[src/rtl/core/sha_pkg.sv]
// ============================================================================
// sha_pkg
// Shared types, constants and helper functions for the SHA-256 stream hasher.
// ============================================================================
`default_nettype none

package sha_pkg;

    // input item: func 0 absorbs data_byte, func 1 finishes the message
    typedef struct packed {
        logic       func;
        logic [7:0] data_byte;
    } in_item_t;

    // result item: one digest word
    typedef struct packed {
        logic [31:0] digest_word;
        logic [2:0]  word_index;
        logic        last_word;
    } out_item_t;

    localparam logic FUNC_ABSORB = 1'b0;
    localparam logic FUNC_FINISH = 1'b1;

    localparam int BLOCK_BYTES = 64;
    localparam int ROUNDS      = 64;
    localparam logic [7:0]  PAD_BYTE  = 8'h80;
    localparam logic [63:0] BLOCK_BITS = 64'd512;

    // controller states
    typedef enum logic [2:0] {
        ST_IDLE,
        ST_ROUNDS,
        ST_FOLD,
        ST_PAD,
        ST_EMIT
    } state_t;

    // block compression purpose
    typedef enum logic [1:0] {
        PASS_DATA,
        PASS_PAD_EXTRA,
        PASS_FINAL
    } pass_t;

    // controller to datapath commands
    typedef struct packed {
        logic       write_byte;
        logic [5:0] write_addr;
        logic [7:0] write_data;
        logic       add_block_bits;
        logic       latch_total;
        logic       load_work;
        logic       do_round;
        logic [5:0] round;
        logic       fold;
        logic       write_length;
        logic       restart;
        logic [2:0] emit_index;
    } ctrl_cmd_t;

    function automatic logic [31:0] round_k(input logic [5:0] t);
        logic [31:0] k;
        begin
            case (t)
                6'd0: k = 32'h428a2f98; 6'd1: k = 32'h71374491;
                6'd2: k = 32'hb5c0fbcf; 6'd3: k = 32'he9b5dba5;
                6'd4: k = 32'h3956c25b; 6'd5: k = 32'h59f111f1;
                6'd6: k = 32'h923f82a4; 6'd7: k = 32'hab1c5ed5;
                6'd8: k = 32'hd807aa98; 6'd9: k = 32'h12835b01;
                6'd10: k = 32'h243185be; 6'd11: k = 32'h550c7dc3;
                6'd12: k = 32'h72be5d74; 6'd13: k = 32'h80deb1fe;
                6'd14: k = 32'h9bdc06a7; 6'd15: k = 32'hc19bf174;
                6'd16: k = 32'he49b69c1; 6'd17: k = 32'hefbe4786;
                6'd18: k = 32'h0fc19dc6; 6'd19: k = 32'h240ca1cc;
                6'd20: k = 32'h2de92c6f; 6'd21: k = 32'h4a7484aa;
                6'd22: k = 32'h5cb0a9dc; 6'd23: k = 32'h76f988da;
                6'd24: k = 32'h983e5152; 6'd25: k = 32'ha831c66d;
                6'd26: k = 32'hb00327c8; 6'd27: k = 32'hbf597fc7;
                6'd28: k = 32'hc6e00bf3; 6'd29: k = 32'hd5a79147;
                6'd30: k = 32'h06ca6351; 6'd31: k = 32'h14292967;
                6'd32: k = 32'h27b70a85; 6'd33: k = 32'h2e1b2138;
                6'd34: k = 32'h4d2c6dfc; 6'd35: k = 32'h53380d13;
                6'd36: k = 32'h650a7354; 6'd37: k = 32'h766a0abb;
                6'd38: k = 32'h81c2c92e; 6'd39: k = 32'h92722c85;
                6'd40: k = 32'ha2bfe8a1; 6'd41: k = 32'ha81a664b;
                6'd42: k = 32'hc24b8b70; 6'd43: k = 32'hc76c51a3;
                6'd44: k = 32'hd192e819; 6'd45: k = 32'hd6990624;
                6'd46: k = 32'hf40e3585; 6'd47: k = 32'h106aa070;
                6'd48: k = 32'h19a4c116; 6'd49: k = 32'h1e376c08;
                6'd50: k = 32'h2748774c; 6'd51: k = 32'h34b0bcb5;
                6'd52: k = 32'h391c0cb3; 6'd53: k = 32'h4ed8aa4a;
                6'd54: k = 32'h5b9cca4f; 6'd55: k = 32'h682e6ff3;
                6'd56: k = 32'h748f82ee; 6'd57: k = 32'h78a5636f;
                6'd58: k = 32'h84c87814; 6'd59: k = 32'h8cc70208;
                6'd60: k = 32'h90befffa; 6'd61: k = 32'ha4506ceb;
                6'd62: k = 32'hbef9a3f7; 6'd63: k = 32'hc67178f2;
                default: k = 32'h0;
            endcase
            return k;
        end
    endfunction

    function automatic logic [31:0] init_h(input logic [2:0] i);
        logic [31:0] h;
        begin
            case (i)
                3'd0: h = 32'h6a09e667; 3'd1: h = 32'hbb67ae85;
                3'd2: h = 32'h3c6ef372; 3'd3: h = 32'ha54ff53a;
                3'd4: h = 32'h510e527f; 3'd5: h = 32'h9b05688c;
                3'd6: h = 32'h1f83d9ab; 3'd7: h = 32'h5be0cd19;
                default: h = 32'h0;
            endcase
            return h;
        end
    endfunction

endpackage

`default_nettype wire

[src/rtl/core/sha256_stream_hasher_unit.sv]
// ============================================================================
// sha256_stream_hasher_unit
// SHA-256 over a byte stream with a digest emitted on a finish item.
// ============================================================================
// Usage:
//   in channel (in_valid/in_stall/in_item): func 0 absorbs one message byte,
//   func 1 pads, appends the length, compresses and starts the digest.
//   out channel (out_valid/out_stall/out_item): eight 32-bit digest words,
//   index 0 first, last_word set on index 7.
// Sequence:
//   an absorb item writes one byte; the 64th byte of a block starts a compression
//   (64 rounds on the single round unit and one fold; the load of the
//   working registers happens in the accept cycle).
//   a finish item takes the zero padding fill (one byte a cycle, up to 63),
//   one or two compressions (load, 64 rounds, fold), then the eight
//   digest words, each held while out_stall is high.
// Reset loads the initial hash values and clears the bit count and fill
// count; the message restarts. While out_stall is high the current digest
// word holds and no input item is accepted until the eighth word is taken.
// ============================================================================
`default_nettype none

module sha256_stream_hasher_unit (
    input  wire logic               clk,
    input  wire logic               rst_n,
    input  wire logic               in_valid,
    output logic                    in_stall,
    input  wire sha_pkg::in_item_t  in_item,
    output logic                    out_valid,
    input  wire logic               out_stall,
    output sha_pkg::out_item_t      out_item
);

    sha_pkg::ctrl_cmd_t cmd;
    logic [31:0]        emit_word;

    sha_ctrl u_ctrl (
        .clk       (clk),
        .rst_n     (rst_n),
        .in_valid  (in_valid),
        .in_stall  (in_stall),
        .in_item   (in_item),
        .out_valid (out_valid),
        .out_stall (out_stall),
        .out_item  (out_item),
        .emit_word (emit_word),
        .cmd       (cmd)
    );

    sha_datapath u_dp (
        .clk       (clk),
        .rst_n     (rst_n),
        .cmd       (cmd),
        .emit_word (emit_word)
    );

endmodule

`default_nettype wire

[src/rtl/core/sha_datapath.sv]
// ============================================================================
// sha_datapath
// Block buffer, message schedule, round registers, chain value and bit count.
// ============================================================================
`default_nettype none

module sha_datapath (
    input  wire logic              clk,
    input  wire logic              rst_n,
    input  wire sha_pkg::ctrl_cmd_t cmd,
    output logic [31:0]            emit_word
);

    // block buffer as sixteen words, byte lanes written individually
    logic [31:0] blk_reg [16];
    logic [31:0] w_reg [16];
    logic [31:0] h_reg [8];
    logic [31:0] v_reg [8];
    logic [63:0] bitlen_reg;
    logic [63:0] total_reg;

    logic [31:0] w_new;
    logic [31:0] a2, a15, s0w, s1w;
    logic [31:0] s0, s1, ch, maj, t1, t2;
    logic [3:0]  t_lo;

    function automatic logic [31:0] rotr(input logic [31:0] x, input int n);
        return (x >> n) | (x << (32 - n));
    endfunction

    // message schedule word for this round
    always_comb
    begin
        t_lo = cmd.round[3:0];
        a2   = w_reg[4'(t_lo - 4'd2)];
        a15  = w_reg[4'(t_lo - 4'd15)];
        s1w  = rotr(a2, 17) ^ rotr(a2, 19) ^ (a2 >> 10);
        s0w  = rotr(a15, 7) ^ rotr(a15, 18) ^ (a15 >> 3);
        if (cmd.round[5:4] == 2'd0)
        begin
            w_new = blk_reg[t_lo];
        end
        else
        begin
            w_new = s1w + w_reg[4'(t_lo - 4'd7)] + s0w + w_reg[t_lo];
        end
    end

    // round function
    always_comb
    begin
        s1  = rotr(v_reg[4], 6) ^ rotr(v_reg[4], 11) ^ rotr(v_reg[4], 25);
        ch  = (v_reg[4] & v_reg[5]) ^ (~v_reg[4] & v_reg[6]);
        t1  = v_reg[7] + s1 + ch + sha_pkg::round_k(cmd.round) + w_new;
        s0  = rotr(v_reg[0], 2) ^ rotr(v_reg[0], 13) ^ rotr(v_reg[0], 22);
        maj = (v_reg[0] & v_reg[1]) ^ (v_reg[0] & v_reg[2]) ^ (v_reg[1] & v_reg[2]);
        t2  = s0 + maj;
    end

    assign emit_word = h_reg[cmd.emit_index];

    // buffer, schedule and working variables
    always_ff @(posedge clk)
    begin
        if (cmd.write_byte)
        begin
            case (cmd.write_addr[1:0])
                2'd0: blk_reg[cmd.write_addr[5:2]][31:24] <= cmd.write_data;
                2'd1: blk_reg[cmd.write_addr[5:2]][23:16] <= cmd.write_data;
                2'd2: blk_reg[cmd.write_addr[5:2]][15:8]  <= cmd.write_data;
                default: blk_reg[cmd.write_addr[5:2]][7:0] <= cmd.write_data;
            endcase
        end
        if (cmd.write_length)
        begin
            blk_reg[14] <= total_reg[63:32];
            blk_reg[15] <= total_reg[31:0];
        end
        if (cmd.load_work)
        begin
            for (int i = 0; i < 8; i++)
            begin
                v_reg[i] <= h_reg[i];
            end
        end
        if (cmd.do_round)
        begin
            w_reg[t_lo] <= w_new;
            v_reg[7] <= v_reg[6];
            v_reg[6] <= v_reg[5];
            v_reg[5] <= v_reg[4];
            v_reg[4] <= v_reg[3] + t1;
            v_reg[3] <= v_reg[2];
            v_reg[2] <= v_reg[1];
            v_reg[1] <= v_reg[0];
            v_reg[0] <= t1 + t2;
        end
        if (cmd.latch_total)
        begin
            total_reg <= bitlen_reg + {55'd0, cmd.write_addr, 3'd0};
        end
    end

    // chain value and bit count
    always_ff @(posedge clk or negedge rst_n)
    begin
        if (!rst_n)
        begin
            for (int i = 0; i < 8; i++)
            begin
                h_reg[i] <= sha_pkg::init_h(3'(i));
            end
            bitlen_reg <= '0;
        end
        else
        begin
            if (cmd.restart)
            begin
                for (int i = 0; i < 8; i++)
                begin
                    h_reg[i] <= sha_pkg::init_h(3'(i));
                end
                bitlen_reg <= '0;
            end
            else
            begin
                if (cmd.fold)
                begin
                    for (int i = 0; i < 8; i++)
                    begin
                        h_reg[i] <= h_reg[i] + v_reg[i];
                    end
                end
                if (cmd.add_block_bits)
                begin
                    bitlen_reg <= bitlen_reg + sha_pkg::BLOCK_BITS;
                end
            end
        end
    end

endmodule

`default_nettype wire

[src/rtl/core/sha_ctrl.sv]
// ============================================================================
// sha_ctrl
// Controller: byte intake, padding sequence, round count and digest output.
// ============================================================================
`default_nettype none

module sha_ctrl (
    input  wire logic               clk,
    input  wire logic               rst_n,
    input  wire logic               in_valid,
    output logic                    in_stall,
    input  wire sha_pkg::in_item_t  in_item,
    output logic                    out_valid,
    input  wire logic               out_stall,
    output sha_pkg::out_item_t      out_item,
    input  wire logic [31:0]        emit_word,
    output sha_pkg::ctrl_cmd_t      cmd
);

    sha_pkg::state_t state_reg, state_next;
    sha_pkg::pass_t  pass_reg, pass_next;
    logic [5:0] fill_reg, fill_next;
    logic [5:0] cnt_reg, cnt_next;
    logic [2:0] idx_reg, idx_next;
    logic       accept;

    assign accept = in_valid && !in_stall;

    // state registers
    always_ff @(posedge clk or negedge rst_n)
    begin
        if (!rst_n)
        begin
            state_reg <= sha_pkg::ST_IDLE;
            pass_reg  <= sha_pkg::PASS_DATA;
            fill_reg  <= '0;
            cnt_reg   <= '0;
            idx_reg   <= '0;
        end
        else
        begin
            state_reg <= state_next;
            pass_reg  <= pass_next;
            fill_reg  <= fill_next;
            cnt_reg   <= cnt_next;
            idx_reg   <= idx_next;
        end
    end

    // next state and commands
    always_comb
    begin
        state_next = state_reg;
        pass_next  = pass_reg;
        fill_next  = fill_reg;
        cnt_next   = cnt_reg;
        idx_next   = idx_reg;
        cmd        = '0;
        cmd.round      = cnt_reg;
        cmd.emit_index = idx_reg;
        cmd.write_addr = fill_reg;
        in_stall   = (state_reg != sha_pkg::ST_IDLE);
        out_valid  = 1'b0;
        out_item.digest_word = emit_word;
        out_item.word_index  = idx_reg;
        out_item.last_word   = (idx_reg == 3'd7);
        case (state_reg)
            sha_pkg::ST_IDLE:
            begin
                if (accept)
                begin
                    cmd.write_byte = 1'b1;
                    cnt_next = '0;
                    if (in_item.func == sha_pkg::FUNC_ABSORB)
                    begin
                        cmd.write_data = in_item.data_byte;
                        fill_next = fill_reg + 6'd1;
                        if (fill_reg == 6'd63)
                        begin
                            pass_next  = sha_pkg::PASS_DATA;
                            state_next = sha_pkg::ST_ROUNDS;
                            cmd.load_work = 1'b1;
                        end
                    end
                    else
                    begin
                        // pad byte at current fill, then zeros
                        cmd.write_data  = sha_pkg::PAD_BYTE;
                        cmd.latch_total = 1'b1;
                        fill_next  = fill_reg + 6'd1;
                        pass_next  = (fill_reg >= 6'd56) ? sha_pkg::PASS_PAD_EXTRA
                                                         : sha_pkg::PASS_FINAL;
                        state_next = sha_pkg::ST_PAD;
                    end
                end
            end
            sha_pkg::ST_PAD:
            begin
                // zero fill one byte per cycle up to 56 or 64
                if ((pass_reg == sha_pkg::PASS_PAD_EXTRA && fill_reg == 6'd0) ||
                    (pass_reg == sha_pkg::PASS_FINAL && fill_reg >= 6'd56))
                begin
                    if (pass_reg == sha_pkg::PASS_FINAL)
                    begin
                        cmd.write_length = 1'b1;
                    end
                    cmd.load_work = 1'b1;
                    cnt_next   = '0;
                    state_next = sha_pkg::ST_ROUNDS;
                end
                else
                begin
                    cmd.write_byte = 1'b1;
                    cmd.write_data = '0;
                    fill_next = fill_reg + 6'd1;
                end
            end
            sha_pkg::ST_ROUNDS:
            begin
                cmd.do_round = 1'b1;
                cnt_next = cnt_reg + 6'd1;
                if (cnt_reg == 6'(sha_pkg::ROUNDS - 1))
                begin
                    state_next = sha_pkg::ST_FOLD;
                end
            end
            sha_pkg::ST_FOLD:
            begin
                cmd.fold = 1'b1;
                case (pass_reg)
                    sha_pkg::PASS_DATA:
                    begin
                        cmd.add_block_bits = 1'b1;
                        state_next = sha_pkg::ST_IDLE;
                    end
                    sha_pkg::PASS_PAD_EXTRA:
                    begin
                        fill_next  = '0;
                        pass_next  = sha_pkg::PASS_FINAL;
                        state_next = sha_pkg::ST_PAD;
                    end
                    default:
                    begin
                        idx_next   = '0;
                        state_next = sha_pkg::ST_EMIT;
                    end
                endcase
            end
            sha_pkg::ST_EMIT:
            begin
                out_valid = 1'b1;
                if (!out_stall)
                begin
                    idx_next = idx_reg + 3'd1;
                    if (idx_reg == 3'd7)
                    begin
                        cmd.restart = 1'b1;
                        fill_next   = '0;
                        state_next  = sha_pkg::ST_IDLE;
                    end
                end
            end
            default:
            begin
                state_next = sha_pkg::ST_IDLE;
            end
        endcase
    end

endmodule

`default_nettype wire

[config.mk]
export PLATFORM = sky130hd
export DESIGN_NAME = sha256_stream_hasher_unit
export DESIGN_NICKNAME = d
export VERILOG_FILES = /design/src/rtl/core/sha_pkg.sv /design/src/rtl/core/sha256_stream_hasher_unit.sv /design/src/rtl/core/sha_datapath.sv /design/src/rtl/core/sha_ctrl.sv
export SDC_FILE = /design/constraint.sdc
export NUM_CORES = 2
export LEC_CHECK = 0
export ABC_AREA = 1
export BUFFER_PORTS_ARGS = -buffer_cell sky130_fd_sc_hd__buf_4
export CORE_ASPECT_RATIO = 0.7
export CORE_UTILIZATION = 45
export CTS_CLUSTER_SIZE = 24
export DETAILED_ROUTE_END_ITERATION = 8
export MAX_ROUTING_LAYER = met4
export PLACE_DENSITY = 0.72
export SETUP_SLACK_MARGIN = 0.2
export SYNTH_ARGS = -nofsm -noshare
export SYNTH_HDL_FRONTEND = slang
export SYNTH_SLANG_ARGS = --single-unit
[constraint.sdc]
create_clock -name clk -period 12.1 [get_ports clk]
set_input_delay 2.42 -clock clk [delete_from_list [all_inputs] [get_ports clk]]
set_output_delay 2.42 -clock clk [all_outputs]
set_load 0.03 [all_outputs]
==> impl_metrics.env <==
export IMPL_netlist_instances=11800
export IMPL_rsz0062_at_grt="yes"
export IMPL_rr_worst_depth=47
export IMPL_path_buf_inv=7
export IMPL_hp_start="u_dp.bitlen_reg[60]"
export IMPL_worst_hold_path_endpoint="u_dp.total_reg[60]"
export IMPL_synth_edff_count=1341
export IMPL_final_antenna_net_count=0
export IMPL_synthAdderAreaFrac_pct=8.78
export IMPL_cpMaxStageDelayCell="dfrtp_4"
export IMPL_gp_congestion=1.10
export IMPL_die_y_um=405
export IMPL_synth_area_leaders="edfxtp_1, nand2_1, o21ai_0"
export IMPL_overflow=0
export IMPL_yosysTopAreaCell="edfxtp_1"
export IMPL_fin_area_sq_mm=0.114
export IMPL_root_buffer="clkbuf_16"
export IMPL_htreeDepth=4
export IMPL_cpMostUsedCell="nand2_1"
export IMPL_skew_ps=92.4
export IMPL_via_per_inst=6.18
export IMPL_start_kind="flop"
export IMPL_coreArea_sq_mm=0.230
export IMPL_wire_per_inst_um=27.6
export IMPL_worstSetupPathType="flop to flop"
export IMPL_yosysWarnings=0
export IMPL_dpl_hpwl_um=294000
export IMPL_slowest_delay_ps=570
export IMPL_grt_max_degree=218
export IMPL_wirelength_um=410000
export IMPL_crit_required_ps=12660
export IMPL_hold_viol=0
export IMPL_cts_num_sinks=1672
export IMPL_worst_path_max_fanout=217
export IMPL_min_period_ps=11540
export IMPL_grt_antenna_before_repair=18
export IMPL_synth_top_cell_area_share_pct=38.6
export IMPL_path_clk_slew_ps=70
export IMPL_syn_area_sq_mm=0.104
export IMPL_clock_fmax_mhz=86.6
export IMPL_r2r_slack_ps=560
export IMPL_synth_simple_area_share_pct=15.2
export IMPL_holdPathStages=0
export IMPL_row_count=147
export IMPL_drc=0
export IMPL_clk_latency_ps=890
export IMPL_ys_types=82
export IMPL_synth_xor_area_share_pct=3.75
export IMPL_seq_area_sq_mm=0.0487
export IMPL_final_common_cell="nand2_1"
export IMPL_dp_cells=14500
export IMPL_holdBufCountCts=0
export IMPL_synth_top_family_by_area="compound AO/OA/AOI/OAI gates"
export IMPL_initial_utilization_pct=45.4
export IMPL_ys_ff_latch=1672
export IMPL_grt_pass1_wl_um=584000
export IMPL_syn2layout_area_growth_pct=9.73
export IMPL_drt_first_pass_iters=7
export IMPL_post_route_period_util_pct=95.4
export IMPL_cp_end_kind="flop"
export IMPL_worst_pin_slew_ps=1410
export IMPL_arrival_ps=12100
export IMPL_reg2reg_to="u_dp.v_reg[0][27]"
export IMPL_io_buffers=50
export IMPL_cts_buffers=178
export IMPL_multi_input_area_sq_mm=0.0485
export IMPL_synthMuxAreaShare_pct=0.624
export IMPL_syn_nets=12400
export IMPL_nets=12300
export IMPL_num_io_pins=51
export IMPL_yosysSeqAreaShare_pct=46.7
export IMPL_clock_tree_buffer_depth=4
export IMPL_hp_class="flop to flop"
export IMPL_drtIter0Drc=15000
export IMPL_setup_tns_ps=0
export IMPL_slew_violations=0
export IMPL_setup_viol_count_final=0
export IMPL_fillers=21300
export IMPL_grt_pass1_vias=82100
export IMPL_postSynthAreaPerCell_sq_um=8.82
export IMPL_critPathTopFamily="compound AO/OA/AOI/OAI gates"
export IMPL_fin_cells=14900
export IMPL_dieArea_sq_mm=0.234
export IMPL_layout_common_cells="nand2_1, o21ai_0, edfxtp_1"
export IMPL_r2r_start="u_ctrl.cnt_reg[0]"
export IMPL_slew_headroom_pct=5.02
export IMPL_cts_tree="built"
export IMPL_num_vias=91900
export IMPL_die_x_um=577
export IMPL_utilization_pct=49.8
export IMPL_synthFlopType="edfxtp_1"
export IMPL_maxCapViolCount=0
export IMPL_synth_compound_area_share_pct=17.8
export IMPL_async_reset_ff_share_pct=19.8
export IMPL_grtUsageTotal_pct=35.3
export IMPL_drive_gt1_share_pct=7.74
export IMPL_status="finished, final reports clean"
export IMPL_dpl_cell_area_sq_mm=0.109
==> routing by layer <==
layer | global-route usage, % | vias to the layer above | wire (um)
met1 | 53.1 | 44100 | 181000
met4 | 8.06 | 0 | 10500
met3 | 14.9 | 683 | 70000
li1 | - | 40800 | -
met5 | - | - | 0
met2 | 42.3 | 6361 | 149000
==> what timing repair did <==
| item | in CTS | in global routing |
|---|---|---|
| buffers inserted | 0 | 2 |
| endpoints found under the setup margin | 0 | 7 |
| hold endpoints to repair | 0 | 0 |
| gates resized for setup | 0 | 21 |
==> cell families (layout without fill, tap and decap cells) <==
| family | after synthesis | in the layout |
|---|---|---|
| other cells | 0 | 21 |
| mux | 65 | 65 |
| simple gates | 3837 | 3837 |
| fa+ha+maj | 619 | 619 |
| flops | 1672 | 1672 |
| buf+inv | 1923 | 1896 |
| xor+xnor | 446 | 446 |
| compound gates | 3260 | 3260 |
==> worst max-delay path by stage <==
| stage | startpoint | to | slack [ps] | cells past startpoint |
|---|---|---|---|---|
| finish | u_ctrl.cnt_reg[0] | u_dp.v_reg[0][27] | 560 | 47 |
| global route | u_ctrl.cnt_reg[0] | u_dp.v_reg[0][30] | 180 | 50 |
| CTS | u_ctrl.cnt_reg[1] | u_dp.v_reg[0][30] | 680 | 49 |
| detailed placement | u_ctrl.cnt_reg[1] | u_dp.v_reg[0][30] | 760 | 49 |
| global placement | u_ctrl.cnt_reg[1] | u_dp.v_reg[0][30] | 920 | 49 |
| floorplan | u_ctrl.cnt_reg[1] | u_dp.v_reg[0][29] | 600 | 56 |
==> per-stage QoR <==
step / hold slack, ps / setup slack [ps]
2_1_floorplan: 464 / 600
3_5_place_dp: 433 / 763
6_report: 447 / 559
4_1_cts: 448 / 681
3_3_place_gp: 430 / 922
5_1_grt: 474 / 182
==> Yosys cell counts (129+ instances only) <==
library cell / n
nand2_1: 2276
nand3_1: 539
xnor2_1: 184
o22ai_1: 204
a22oi_1: 142
ha_1: 403
a31oi_1: 223
a21oi_1: 852
xor2_1: 262
dfstp_2: 136
dfrtp_1: 195
fa_1: 195
clkbuf_1: 464
buf_2: 129
nor2_1: 723
o21ai_0: 1372
inv_1: 1222
edfxtp_1: 1341
==> final cells by class <==
cell class	count	area share [%]
Clock buffer	224	4.20
Timing Repair Buffer	334	2.53
Tap cell	3054	3.34
Sequential cell	1672	42.6
Inverter	1242	4.11
Clock inverter	96	0.807
Multi-Input combinational cell	8227	42.4
Antenna cell	21	0.0459
Power is left out: the tool's default activity adds up to more than one toggle a clock period on the data nets, which glitch-free logic cannot reach.
